===== src/hw/rtl/utf8cf_pkg.sv =====
// Shared types, constants and the code point fold function.
package utf8cf_pkg;

  localparam int QDepth = 2;
  localparam int QAw    = $clog2(QDepth);
  localparam int QCw    = QAw + 1;

  localparam logic [10:0] CyrUpFirst  = 11'h410;
  localparam logic [10:0] CyrUpLast   = 11'h42F;
  localparam logic [10:0] CaseDelta   = 11'h020;
  localparam logic [10:0] CyrIoUpper  = 11'h401;
  localparam logic [10:0] CyrIoLower  = 11'h451;
  localparam logic [10:0] CyrIeLower  = 11'h435;
  localparam logic [10:0] Lat1First   = 11'h0C0;
  localparam logic [10:0] Lat1Last    = 11'h0DE;
  localparam logic [10:0] Lat1Times   = 11'h0D7;
  localparam logic [10:0] ExtAFirst   = 11'h100;
  localparam logic [10:0] ExtAEvenEnd = 11'h137;
  localparam logic [10:0] ExtAOddFrom = 11'h139;
  localparam logic [10:0] ExtAOddEnd  = 11'h148;
  localparam logic [10:0] ExtAEvFrom2 = 11'h14A;
  localparam logic [10:0] ExtAEvEnd2  = 11'h177;
  localparam logic [10:0] YDiaUpper   = 11'h178;
  localparam logic [10:0] YDiaLower   = 11'h0FF;
  localparam logic [10:0] ExtAOdFrom2 = 11'h179;
  localparam logic [10:0] ExtAOdEnd2  = 11'h17E;

  localparam logic [7:0] AsciiUpFirst = 8'h41;
  localparam logic [7:0] AsciiUpLast  = 8'h5A;
  localparam logic [7:0] AsciiDelta   = 8'h20;
  localparam logic [7:0] LeadFirst    = 8'hC2;
  localparam logic [7:0] LeadLast     = 8'hDF;

  // One front-to-back transaction: one or two output bytes.
  typedef struct packed {
    logic       two;
    logic [7:0] b0;
    logic [7:0] b1;
    logic       eoi;
  } job_t;

  function automatic logic [10:0] fold_point(input logic [10:0] c);
    logic [10:0] r;
    r = c;
    if (c >= CyrUpFirst && c <= CyrUpLast) begin
      r = c + CaseDelta;
    end else if (c == CyrIoUpper || c == CyrIoLower) begin
      r = CyrIeLower;
    end else if (c >= Lat1First && c <= Lat1Last && c != Lat1Times) begin
      r = c + CaseDelta;
    end else if (c >= ExtAFirst && c <= ExtAEvenEnd) begin
      r = c[0] ? c : c + 11'd1;
    end else if (c >= ExtAOddFrom && c <= ExtAOddEnd) begin
      r = c[0] ? c + 11'd1 : c;
    end else if (c >= ExtAEvFrom2 && c <= ExtAEvEnd2) begin
      r = c[0] ? c : c + 11'd1;
    end else if (c == YDiaUpper) begin
      r = YDiaLower;
    end else if (c >= ExtAOdFrom2 && c <= ExtAOdEnd2) begin
      r = c[0] ? c + 11'd1 : c;
    end
    return r;
  endfunction

endpackage


===== src/hw/rtl/utf8cf_front.sv =====
// Front end: accepts input bytes, tracks a held lead byte and builds output jobs.
module utf8cf_front import utf8cf_pkg::*; (
  input  logic       clk_i,
  input  logic       rst_ni,
  input  logic       in_valid_i,
  output logic       in_stall_o,
  input  logic [7:0] in_byte_i,
  input  logic       end_of_input_i,
  input  logic       q_full_i,
  output logic       push_o,
  output job_t       job_o
);

  logic       held_q, held_d;
  logic [4:0] payload_q, payload_d;
  logic       accept;
  logic       is_cont;
  logic       is_lead;
  logic [10:0] folded;
  logic [7:0] new_byte;
  logic       new_has;

  assign in_stall_o = q_full_i;
  assign accept     = in_valid_i && !q_full_i;
  assign is_cont    = (in_byte_i[7:6] == 2'b10);
  assign is_lead    = (in_byte_i >= LeadFirst) && (in_byte_i <= LeadLast);
  assign folded     = fold_point({payload_q, in_byte_i[5:0]});

  always_comb begin
    new_byte = in_byte_i;
    if (!in_byte_i[7] && in_byte_i >= AsciiUpFirst && in_byte_i <= AsciiUpLast) begin
      new_byte = in_byte_i + AsciiDelta;
    end
  end

  assign new_has = !(in_byte_i[7] && is_lead && !end_of_input_i);

  always_comb begin
    held_d    = held_q;
    payload_d = payload_q;
    push_o    = 1'b0;
    job_o     = '{two: 1'b0, b0: new_byte, b1: new_byte, eoi: end_of_input_i};
    if (held_q && is_cont) begin
      job_o.two = 1'b1;
      job_o.b0  = {3'b110, folded[10:6]};
      job_o.b1  = {2'b10, folded[5:0]};
      push_o    = accept;
      if (accept) begin
        held_d = 1'b0;
      end
    end else begin
      // flush a stale lead ahead of the new byte
      if (held_q) begin
        job_o.b0  = {3'b110, payload_q};
        job_o.two = new_has;
      end
      push_o = accept && (held_q || new_has);
      if (accept) begin
        held_d = !new_has;
        if (!new_has) begin
          payload_d = in_byte_i[4:0];
        end
      end
    end
  end

  always_ff @(posedge clk_i or negedge rst_ni) begin
    if (!rst_ni) begin
      held_q    <= 1'b0;
      payload_q <= '0;
    end else begin
      held_q    <= held_d;
      payload_q <= payload_d;
    end
  end

endmodule


===== src/hw/rtl/utf8cf_fifo.sv =====
// Short job queue between the front and back ends.
module utf8cf_fifo import utf8cf_pkg::*; (
  input  logic clk_i,
  input  logic rst_ni,
  input  logic push_i,
  input  job_t push_job_i,
  input  logic pop_i,
  output logic full_o,
  output logic empty_o,
  output job_t head_o
);

  job_t           mem_q [QDepth];
  logic [QAw-1:0] wr_q, rd_q;
  logic [QCw-1:0] cnt_q, cnt_d;

  assign full_o  = (cnt_q == QCw'(QDepth));
  assign empty_o = (cnt_q == '0);
  assign head_o  = mem_q[rd_q];

  always_comb begin
    cnt_d = cnt_q;
    if (push_i && !pop_i) begin
      cnt_d = cnt_q + QCw'(1);
    end else if (pop_i && !push_i) begin
      cnt_d = cnt_q - QCw'(1);
    end
  end

  always_ff @(posedge clk_i) begin
    if (push_i) begin
      mem_q[wr_q] <= push_job_i;
    end
  end

  always_ff @(posedge clk_i or negedge rst_ni) begin
    if (!rst_ni) begin
      wr_q  <= '0;
      rd_q  <= '0;
      cnt_q <= '0;
    end else begin
      cnt_q <= cnt_d;
      if (push_i) begin
        wr_q <= (wr_q == QAw'(QDepth - 1)) ? '0 : wr_q + QAw'(1);
      end
      if (pop_i) begin
        rd_q <= (rd_q == QAw'(QDepth - 1)) ? '0 : rd_q + QAw'(1);
      end
    end
  end

endmodule


===== src/hw/rtl/utf8cf_back.sv =====
// Back end: splits jobs into bytes and drives the registered output channel.
module utf8cf_back import utf8cf_pkg::*; (
  input  logic       clk_i,
  input  logic       rst_ni,
  input  logic       empty_i,
  input  job_t       head_i,
  output logic       pop_o,
  output logic       out_valid_o,
  input  logic       out_stall_i,
  output logic [7:0] out_byte_o,
  output logic       run_end_o,
  output logic       end_of_output_o
);

  logic       valid_q, valid_d;
  logic       idx_q, idx_d;
  logic [7:0] byte_q;
  logic       last_q, eoo_q;
  logic       load;
  logic       last;

  assign load  = !empty_i && (!valid_q || !out_stall_i);
  assign last  = !head_i.two || idx_q;
  assign pop_o = load && last;

  always_comb begin
    valid_d = valid_q;
    idx_d   = idx_q;
    if (load) begin
      valid_d = 1'b1;
      idx_d   = !last;
    end else if (!out_stall_i) begin
      valid_d = 1'b0;
    end
  end

  always_ff @(posedge clk_i) begin
    if (load) begin
      byte_q <= idx_q ? head_i.b1 : head_i.b0;
      last_q <= last;
      eoo_q  <= last && head_i.eoi;
    end
  end

  always_ff @(posedge clk_i or negedge rst_ni) begin
    if (!rst_ni) begin
      valid_q <= 1'b0;
      idx_q   <= 1'b0;
    end else begin
      valid_q <= valid_d;
      idx_q   <= idx_d;
    end
  end

  assign out_valid_o     = valid_q;
  assign out_byte_o      = byte_q;
  assign run_end_o       = last_q;
  assign end_of_output_o = eoo_q;

endmodule


===== src/hw/rtl/utf8_two_byte_case_folder.sv =====
// UTF-8 two-byte case folder: one byte in, the same number of folded bytes out.
//
// Input channel: in_valid_i / in_stall_o carry in_byte_i and end_of_input_i;
// a transaction completes at a clock edge with valid high and stall low.
// Output channel: out_valid_o / out_stall_i carry out_byte_o, run_end_o and
// end_of_output_o. run_end_o marks the last byte caused by one input byte.
// A lead byte (C2..DF) is held and yields nothing until the next byte comes;
// a continuation then yields both folded bytes, anything else flushes the
// lead first. A lead on the final byte (end_of_input_i) passes through.
// A result byte is written into the job queue when its input transaction completes
// and is then loaded from the queue into the output register; a held lead waits
// for the following byte, and the second byte of a pair follows the first.
// Throughput: one input byte per cycle while in_stall_o is low; the output side
// moves one byte per cycle while out_stall_i is low, one job byte at a time. The
// two-entry job queue decouples the sides: in_stall_o rises only when it is full.
// A stalled output holds its byte; the front end keeps accepting until the
// queue fills. Reset clears the held lead, the queue and the output valid.
module utf8_two_byte_case_folder import utf8cf_pkg::*; (
  input  logic       clk_i,
  input  logic       rst_ni,
  input  logic       in_valid_i,
  output logic       in_stall_o,
  input  logic [7:0] in_byte_i,
  input  logic       end_of_input_i,
  output logic       out_valid_o,
  input  logic       out_stall_i,
  output logic [7:0] out_byte_o,
  output logic       run_end_o,
  output logic       end_of_output_o
);

  logic push, pop, full, empty;
  job_t push_job, head;

  utf8cf_front u_front (
    .clk_i          (clk_i),
    .rst_ni         (rst_ni),
    .in_valid_i     (in_valid_i),
    .in_stall_o     (in_stall_o),
    .in_byte_i      (in_byte_i),
    .end_of_input_i (end_of_input_i),
    .q_full_i       (full),
    .push_o         (push),
    .job_o          (push_job)
  );

  utf8cf_fifo u_fifo (
    .clk_i      (clk_i),
    .rst_ni     (rst_ni),
    .push_i     (push),
    .push_job_i (push_job),
    .pop_i      (pop),
    .full_o     (full),
    .empty_o    (empty),
    .head_o     (head)
  );

  utf8cf_back u_back (
    .clk_i           (clk_i),
    .rst_ni          (rst_ni),
    .empty_i         (empty),
    .head_i          (head),
    .pop_o           (pop),
    .out_valid_o     (out_valid_o),
    .out_stall_i     (out_stall_i),
    .out_byte_o      (out_byte_o),
    .run_end_o       (run_end_o),
    .end_of_output_o (end_of_output_o)
  );

endmodule


===== config.mk =====
export PLATFORM = sky130hd
export DESIGN_NAME = utf8_two_byte_case_folder
export DESIGN_NICKNAME = d
export VERILOG_FILES = /design/src/hw/rtl/utf8cf_pkg.sv /design/src/hw/rtl/utf8cf_front.sv /design/src/hw/rtl/utf8cf_fifo.sv /design/src/hw/rtl/utf8cf_back.sv /design/src/hw/rtl/utf8_two_byte_case_folder.sv
export SDC_FILE = /design/constraint.sdc
export NUM_CORES = 1
export LEC_CHECK = 0
export BUFFER_PORTS_ARGS = -buffer_cell sky130_fd_sc_hd__buf_2
export CAP_MARGIN = 25
export CELL_PAD_IN_SITES_DETAIL_PLACEMENT = 2
export CELL_PAD_IN_SITES_GLOBAL_PLACEMENT = 2
export CORE_MARGIN = 1.5
export CORE_UTILIZATION = 35
export DETAILED_ROUTE_END_ITERATION = 6
export PLACE_DENSITY = 0.71
export SLEW_MARGIN = 20
export SYNTH_ARGS = -nofsm -noshare
export SYNTH_HDL_FRONTEND = slang
export SYNTH_SLANG_ARGS = --single-unit

===== constraint.sdc =====
create_clock -name clk_i -period 7.5 [get_ports clk_i]
set_clock_uncertainty 0.15 [all_clocks]
set_input_delay 0.75 -clock clk_i [delete_from_list [all_inputs] [get_ports clk_i]]
set_output_delay 0.75 -clock clk_i [all_outputs]
set_load 0.01 [all_outputs]

Word level (Yosys, flattened, before mapping) --
Memories as Yosys holds them, arrays and structs flattened. Cells that the tools add are included.
Word-level totals: register bits after elaboration 22, RAM bits 36, input port bits 13, output and inout port bits 12, memories kept 1
Memories:
- u_fifo.mem_q | depth 2, width 18, rd ports 1, clocked after memory_dff 0, wr ports 1, RTL line utf8cf_fifo.sv:13 | job_t mem_q [QDepth];
Operators by class: add/sub/neg operators 7, magnitude comparators 16, equality and inequality tests 7, mux-type cells 27, bitwise logic cells 1, reduce and logical (&&, ||, !) cells 38
Operator list (number):
- 11-bit 2-to-1 mux | 10
- 11-bit by 9-bit greater-or-equal comparator with 1-bit output, second input constant | 4
- 11-bit by 9-bit less-or-equal comparator with 1-bit output, second input constant | 4
- 8-bit 2-to-1 mux | 3
- 11-bit == test, second input constant | 2
- 1-bit logical AND | 20
- 9-bit 2-to-1 mux | 2
- 11-bit by 1-bit adder with 11-bit output, second input constant | 1
- 11-bit by 6-bit adder with 11-bit output, second input constant | 1
- 11-bit by 9-bit == test with 1-bit output, second input constant | 1
- 11-bit greater-or-equal comparator, second input constant | 1
- 11-bit by 8-bit greater-or-equal comparator with 1-bit output, second input constant | 1
- 11-bit less-or-equal comparator, second input constant | 1
- 11-bit by 8-bit less-or-equal comparator with 1-bit output, second input constant | 1
- 1-bit logical NOT | 11
- 11-bit by 8-bit != test with 1-bit output, second input constant | 1
- 1-bit 2-to-1 mux | 10
- 8-bit by 6-bit adder with 8-bit output, second input constant | 1
- 8-bit by 7-bit greater-or-equal comparator with 1-bit output, second input constant | 1
- 8-bit greater-or-equal comparator, second input constant | 1
- 8-bit by 7-bit less-or-equal comparator with 1-bit output, second input constant | 1
- 8-bit less-or-equal comparator, second input constant | 1
- 2-bit == test, second input constant | 2
- 1-bit logical OR | 4
- other kinds (9) | 11

Depth between registers and ports, before layout --
Gate-level depths: netlist of the first run.
word-level depth 12, depth in mapped cells 12, mapped depth without buffers 11

Hierarchy --
A second synthesis of the first run with hierarchy kept.
Unflattened totals: cell total of the unflattened synthesis 330, area, all modules 3741.1 um2
Modules (own cells, without submodules):
- utf8cf_front | times used 1, cells an instance 229, area an instance 1697.9 um2, seq. area each 150.1 um2
- utf8cf_fifo | times used 1, cells an instance 72, area an instance 1535.2 um2, seq. area each 1181.1 um2
- utf8cf_back | times used 1, cells an instance 29, area an instance 508.0 um2, seq. area each 350.3 um2

Worst setup path before layout of the first run --
No wires, ideal clock.
kind input to register, from input port in_byte_i[3], to memory u_fifo.mem_q[0][0] in the netlist's numbering, enable pin, library setup time 0.395 ns, arrival 2.814 ns, data required time 6.955 ns, path slack 4.141 ns, cell stages on the path 7, path buffers 1, cells stage by stage buf_4 > or3_1 > nor3_1 > a2bb2oi_1 > nor3b_1 > a21oi_1 > nor2b_1
On the way: word-level cells in the longest chain between the ends 10
RTL lines:
- start: declaration | RTL line utf8_two_byte_case_folder.sv:23 | input logic [7:0] in_byte_i,
- 8-bit greater-or-equal comparator or 8-bit less-or-equal comparator (tied branches) | RTL line utf8cf_front.sv:26 | assign is_lead = (in_byte_i >= LeadFirst) && (in_byte_i <= LeadLast);
- 1-bit logical AND * | RTL line utf8cf_front.sv:26
- 1-bit logical AND * (2 in series) | RTL line utf8cf_front.sv:36 | assign new_has = !(in_byte_i[7] && is_lead && !end_of_input_i);
- 1-bit logical NOT * | RTL line utf8cf_front.sv:36
- 1-bit logical OR * | RTL line utf8cf_front.sv:57 | push_o = accept && (held_q || new_has);
- 1-bit logical AND * | RTL line utf8cf_front.sv:57
- 1-bit 2-to-1 mux * | RTL line utf8cf_front.sv:43 | if (held_q && is_cont) begin
- via push | RTL line utf8_two_byte_case_folder.sv:32 | logic push, pop, full, empty;
- 1-bit 2-to-1 mux * | RTL line utf8cf_fifo.sv:31 | if (push_i) begin
- 1-bit 2-to-1 mux (implied by the code) * | RTL line utf8cf_fifo.sv:32 | mem_q[wr_q] <= push_job_i;
- end: declaration | RTL line utf8cf_fifo.sv:13
The timed path passes the listed nets; every way through them passes the cells marked *.

==> impl_metrics.tcl, run 1 <==
set metrics [dict create \
    initial_utilization 0.359 \
    synth_cells 287 \
    place_area_um2 3660 \
    clockBufferDepth 2 \
    die-area_um2 10600 \
    synth_fp_nets 312 \
    fin_setup_tns_ns 0 \
    layout-area-overhead-vs-synth_pct 9.96 \
    synth_area_leaders "edfxtp_1 40%, dfrtp_1 8.6%, mux4_2 5.2%" \
    yosysWarnings 0 \
    viasPerCell 5.44 \
    reg2regPathDepth 9 \
    drt_iter0_drc 133 \
    seq_area_frac_synth 0.482 \
    synth_top_cell_area_share 0.396 \
    max_stage_delay_ns 0.81 \
    gp_congestion 0.842 \
    vias 2428 \
    rrSetupSlack_ns 3.88 \
    drc 0 \
    routedWlPerCell_um 21.4 \
    grt_usage 0.195 \
    post-route-period-util 0.482 \
    path_cells "inv_1 -> ha_1 -> nand2_1 -> and4b_4 -> a2bb2oi_4 -> o31ai_2 -> nor2_1 -> o221a_2 -> o22ai_1" \
    clk_latency_ns 0.33 \
    hold_viol 0 \
    timing.hold.ws_ns 0.137 \
    outcome "finished clean" \
    r2r_end "u_fifo.mem_q[0][11]$_DFFE_PP_" \
    layout-drive-gt1-share 0.240 \
    critPathRequiredTime_ns 7.50 \
    synth.distinct_cells 77 \
    fmax_ghz 0.276 \
    cts_resized 0 \
    antennaDiodeCount 0 \
    layout.nets 333 \
    synth_area_leader_cell "edfxtp_1" \
    r2r_start "u_front.payload_q[0]$_DFFE_PN0P_" \
    synth_most_common_cell "edfxtp_1" \
    postCtsSetupBuffers 0 \
    synth_area_um2 3490 \
    antenna_found_initial 0 \
    cts-buffers-inserted 9 \
    core_area_um2 9730 \
    slew_viol_final 0 \
    peakVddDrop_uv 151 \
    critPathKind "reg2reg" \
    rows 36 \
    io_pins 25 \
    setup.worst_path.start_class "flip-flop" \
    htree_levels 3 \
    placement.io_buffers 24 \
    cts_hold_buffers 0 \
    grt_first_pass_wirelength_mm 15.1 \
    p_leak_nw 1.34 \
    clkTransAtPathRegs_ns 0.06 \
    yosys_most_used_dff "edfxtp_1" \
    drt-total-wl_mm 9.54 \
    firstDrtPassIters 4 \
    final_antenna_net_count 0 \
    cts_sinks 58 \
    ys_seq_elements 58 \
    cp_slowest_cell "o31ai_2" \
    drv_cap 0 \
    synth-edff-count 46 \
    worst_slew_pin_slew_ns 0.934 \
    rsz0062_at_grt "false" \
    place_hpwl_mm 6.97 \
    final_area_um2 3840 \
    synth_common_cells "46 x edfxtp_1, 26 x nand2_1, 17 x nor2_1" \
    die_y_um 103 \
    hold_path_class "in2async" \
    p_per_area_nw_per_um2 359 \
    avgSynthCellArea_um2 12.2 \
    cts_tree "yes" \
    grt_max_degree 24 \
    fin_crit_ns 3.62 \
    grt.overflow.total 0 \
    cts-root-buf "clkbuf_8" \
    crit_path_start "u_front.payload_q[0]$_DFFE_PN0P_" \
    crit_arrival_ns 3.62 \
    relSlewSlack 0.373 \
    grt_pass1_vias 2688 \
    endpoint_kind "flip-flop" \
    async_flop_share 0.207 \
    die_x_um 103 \
    setup_viol 0 \
    critPathMaxFanout 11 \
]
-- placed cells by master, fill, tap and decap left out, types with 4 or more instances in the layout --
cell type,count
nand3_1,6
edfxtp_1,46
nor2_1,17
a21oi_1,6
a31oi_1,6
nor3_1,9
buf_4,4
nand4_1,6
xnor2_1,4
buf_2,24
inv_1,10
dfrtp_1,12
o21ai_0,10
mux2_2,6
nor4b_1,4
mux4_2,8
ha_1,12
clkbuf_8,9
nand2_1,26
mux2i_1,5
-- layout make-up --
type	instances	area (um2)
repair buffers	28	150
flip-flops and latches	58	1680
fillers	1051	5890
clock inverters	4	42.5
well taps	133	166
inverters	10	37.5
multi-input cells	201	1630
clock buffers	12	135
-- stage by stage --
step           worst slack (ns)  cells   util  total power [mW]
4_1_cts                    3.91    446  0.395              1.39
3_3_place_gp               3.84    429  0.376              1.09
3_5_place_dp               3.70    430  0.376              1.12
5_1_grt                    3.70    446  0.395              1.46
2_1_floorplan              4.14    287      -             0.960
6_report                   3.88    446  0.395              1.38
-- cells by family after synthesis --
logic type	count (synthesis)	synth area share
buffers and inverters	28	0.0527
flip-flops	58	0.482
AND/OR/NAND/NOR	98	0.167
multiplexers	19	0.0853
adder cells (fa/ha/maj)	12	0.0430
XOR/XNOR	7	0.0176
AO/OA/AOI/OAI	65	0.153
-- worst max path at each step --
stage	endpoint	slack (ns)	cells past startpoint
6_report	u_fifo.mem_q[0][11]$_DFFE_PP_	3.88	9
5_1_grt	u_fifo.mem_q[1][9]$_DFFE_PP_	3.70	9
4_1_cts	u_fifo.mem_q[0][11]$_DFFE_PP_	3.91	9
3_5_place_dp	u_fifo.mem_q[0][9]$_DFFE_PP_	3.70	10
3_3_place_gp	u_fifo.mem_q[0][3]$_DFFE_PP_	3.84	10
2_1_floorplan	u_fifo.mem_q[0][0]$_DFFE_PP_	4.14	7
-- registers in the layout, summed over array words and instances (netlist names) --
register	count
u_fifo.mem_q	36
u_back.out_byte_o	8
u_front.payload_q	5
u_fifo.cnt_q	2
u_back.end_of_output_o	1
u_back.idx_q	1
u_back.out_valid_o	1
u_back.run_end_o	1
u_fifo.rd_q	1
u_fifo.wr_q	1
u_front.held_q	1
-- critical path, delay by kind of cell (launching register included) --
kind / cells / cell delay [ns]
adder cells (fa/ha/maj): 1 / 0.31
buffers and inverters: 1 / 0.33
AND/OR/NAND/NOR: 3 / 0.58
flip-flops: 1 / 0.65
AO/OA/AOI/OAI: 4 / 1.39
-- power by group --
part	leakage (nW)	total (mW)	internal, mW	switching, mW
Clock	0.0894	0.267	0.151	0.116
Sequential	0.574	0.584	0.477	0.108
Combinational	0.678	0.528	0.226	0.301
Total	1.34	1.38	0.854	0.525
-- per-layer routing --
metal  track usage  part of all wire
met1         0.236              0.44
met2         0.359              0.52
met3        0.0285             0.031
met4        0.0530             0.013
met5             0                 0
(Power assumes the default switching activity.)
==> inputs of run 2 (changes only) <==
- ABC_AREA: unset -> 1
- CORE_UTILIZATION: 35 -> 34
- PLACE_DENSITY: 0.71 -> 0.79
- clock period: 7.5 -> 2.9 ns (I/O delays scaled with it)
==> run 2 against run 1 <==
  * Register-to-register slack worse by 3.5 ns
  * Clock power grew to 2.6 times the previous value
  * Cell count rose by 36%
  * Sequential cell count did not move
  * Sequential power up 150%
  * Via count up 29%
  * Synthesized cell count grew 51%
  * Non-clock buffer count is 7 higher
  * Synthesized area is 5.1% higher
  * Largest power group is now combinational logic
  * Die area up 7.9%
  * Maximum frequency is 41% higher
==> impl_metrics.tcl, run 2 <==
set metrics [dict create \
    drt_iter0_drc 125 \
    synth_most_common_cell "nand2_1" \
    r2r_start "u_front.payload_q[0]$_DFFE_PN0P_" \
    hold_viol 0 \
    die_y_um 107 \
    viasPerCell 5.16 \
    cts_sinks 58 \
    fin_crit_ns 2.56 \
    cts-buffers-inserted 9 \
    grt.overflow.total 0 \
    top_layer_used "met4" \
    layout-drive-gt1-share 0.191 \
    hold_start "out_stall_i" \
    clkTransAtPathRegs_ns 0.06 \
    cp-endpoint "u_fifo.mem_q[0][4]$_DFFE_PP_" \
    cts_tree "yes" \
    drt-total-wl_mm 11.6 \
    ys_seq_elements 58 \
    postCtsSetupBuffers 0 \
    synth_top_cell_area_share 0.377 \
    regMostFlops "u_fifo.mem_q" \
    outcome "finished clean" \
    rrSetupSlack_ns 0.34 \
    reg2regPathDepth 10 \
    avgSynthCellArea_um2 8.47 \
    post-route-period-util 0.883 \
    clockBufferDepth 2 \
    clk_latency_ns 0.34 \
    critPathRequiredTime_ns 2.83 \
    gp_congestion 0.894 \
    relSlewSlack 0.640 \
    io_pins 25 \
    seq_area_frac_synth 0.458 \
    layout.nets 490 \
    synth_area_um2 3670 \
    regArea_um2 1680 \
    yosys_most_used_dff "edfxtp_1" \
    p_leak_nw 1.72 \
    grt_max_degree 19 \
    synth_area_leader_cell "edfxtp_1" \
    synth_common_cells "83 x nand2_1, 48 x nor2_1, 46 x edfxtp_1" \
    layout-area-overhead-vs-synth_pct 12.5 \
    die_x_um 107 \
    yosysWarnings 0 \
    synth_area_leaders "edfxtp_1 38%, nand2_1 8.5%, dfrtp_1 8.2%" \
    firstDrtPassIters 4 \
    rows 37 \
    async_flop_share 0.207 \
    nFillCells 1229 \
    rsz0062_at_grt "false" \
    grt_pass1_vias 3463 \
    routed-wl-met2_mm 6.00 \
    fin_setup_tns_ns 0 \
    setup_viol 0 \
    antennaDiodeCount 0 \
    synth_fp_nets 458 \
    drc 0 \
    place_hpwl_mm 9.05 \
    setup.worst_path.start_class "flip-flop" \
    dr_wl_met3_um 271 \
    critPathMaxFanout 8 \
    crit_path_start "u_front.payload_q[0]$_DFFE_PN0P_" \
    timing.hold.ws_ns 0.0301 \
    htree_levels 3 \
    endpoint_kind "flip-flop" \
    grt_first_pass_wirelength_mm 19.3 \
    drv_cap 0 \
    routedWlPerCell_um 19.1 \
    slew_viol_final 0 \
    wl_met1_mm 5.09 \
    p_per_area_nw_per_um2 992 \
    core_area_um2 10400 \
    fmax_ghz 0.390 \
    initial_utilization 0.352 \
    die-area_um2 11400 \
    synth-edff-count 46 \
    multi_input_area_um2 1710 \
    peakVddDrop_uv 358 \
    crit_arrival_ns 2.49 \
    hold_path_class "in2reg" \
    vias 3125 \
    synth.distinct_cells 39 \
    final_antenna_net_count 0 \
    worst_slew_pin_slew_ns 0.535 \
    antenna_found_initial 0 \
    layout.cells.most_common "nand2_1" \
    final_cell_mix "83 x nand2_1, 48 x nor2_1, 46 x edfxtp_1" \
    placement.io_buffers 24 \
    grt_usage 0.226 \
    cts-root-buf "clkbuf_8" \
    synth_cells 433 \
    r2r_end "u_fifo.mem_q[0][4]$_DFFE_PP_" \
    critPathKind "reg2reg" \
    largest_reg_flops 36 \
]
## run 2: cell count changes after synthesis, moves of 6 or more
cell / delta
nor2_1: +31
nand3_1: +23
mux4_2: -8
a21oi_1: +10
nand2_2: +11
clkbuf_8: -6
mux2_2: -6
inv_2: +12
inv_1: +27
o21ai_0: +27
o21ai_1: +15
nor3_1: -6
nor2_4: +6
nand2_1: +57
## run 2: stage by stage
step           total power [mW]  setup WS, ns  cells  cell area (um2)  utilization
3_3_place_gp               3.31         0.263    589             3940        0.378
6_report                   4.09         0.339    606             4130        0.396
3_5_place_dp               3.44        0.0943    589             3940        0.378
5_1_grt                    4.43         0.144    606             4130        0.396
2_1_floorplan              2.78         0.357    433             3670            -
4_1_cts                    4.15         0.338    606             4130        0.396
## run 2: kinds of logic after synthesis
family,Yosys count,synth area share
xor+xnor,7,0.0167
fa+ha+maj,12,0.0409
buf+inv,64,0.0767
flops,58,0.458
simple gates,203,0.272
compound gates,89,0.135
## run 2: final cells by class
cell class,count,share of cell area
multi-input combinational,311,0.413
sequential,58,0.407
timing repair buffer,35,0.0497
inverter,50,0.0458
tap,136,0.0412
clock buffer,15,0.0355
clock inverter,1,0.00727
## run 2: timing repair
item / 4_1_cts / 5_1_grt
hold buffers: 1 / 0
resized for setup: 0 / 0
hold endpoints to repair: 12 / 0
## run 2: worst min path at each step
| stage | endpoint | slack (ns) | cells past startpoint |
|---|---|---|---|
| after CTS | u_back.out_valid_o$_DFFE_PN0P_ | 0.005 | 3 |
| final | u_back.out_valid_o$_DFFE_PN0P_ | 0.03 | 3 |
| after global routing | u_fifo.mem_q[1][0]$_DFFE_PP_ | 0.02 | 1 |
| after global placement | u_front.payload_q[0]$_DFFE_PN0P_ | 0.04 | 1 |
| after detailed placement | u_front.payload_q[0]$_DFFE_PN0P_ | 0.03 | 1 |
| after floorplan | u_back.idx_q$_DFFE_PN0P_ | -0.16 | 0 |
## run 2: where the power goes
group	internal [mW]	switching, mW
Combinational	0.624	1.34
Sequential	1.25	0.186
Clock	0.399	0.295
## run 2: per-layer routing
metal / global-route usage / vias up
met5: 0 / -
met4: 0.0857 / 0
met3: 0.0365 / 14
met2: 0.413 / 43
met1: 0.265 / 1542
li1: - / 1526
## run 2: critical path: stages (launching register included)
cell	delay (ns)
dfrtp_1	0.59
inv_2	0.16
ha_1	0.21
a21boi_0	0.32
a21oi_4	0.12
nand2_4	0.12
nand2_2	0.10
nor2_4	0.20
nand4_2	0.13
nor2_1	0.12
nor2_1	0.08
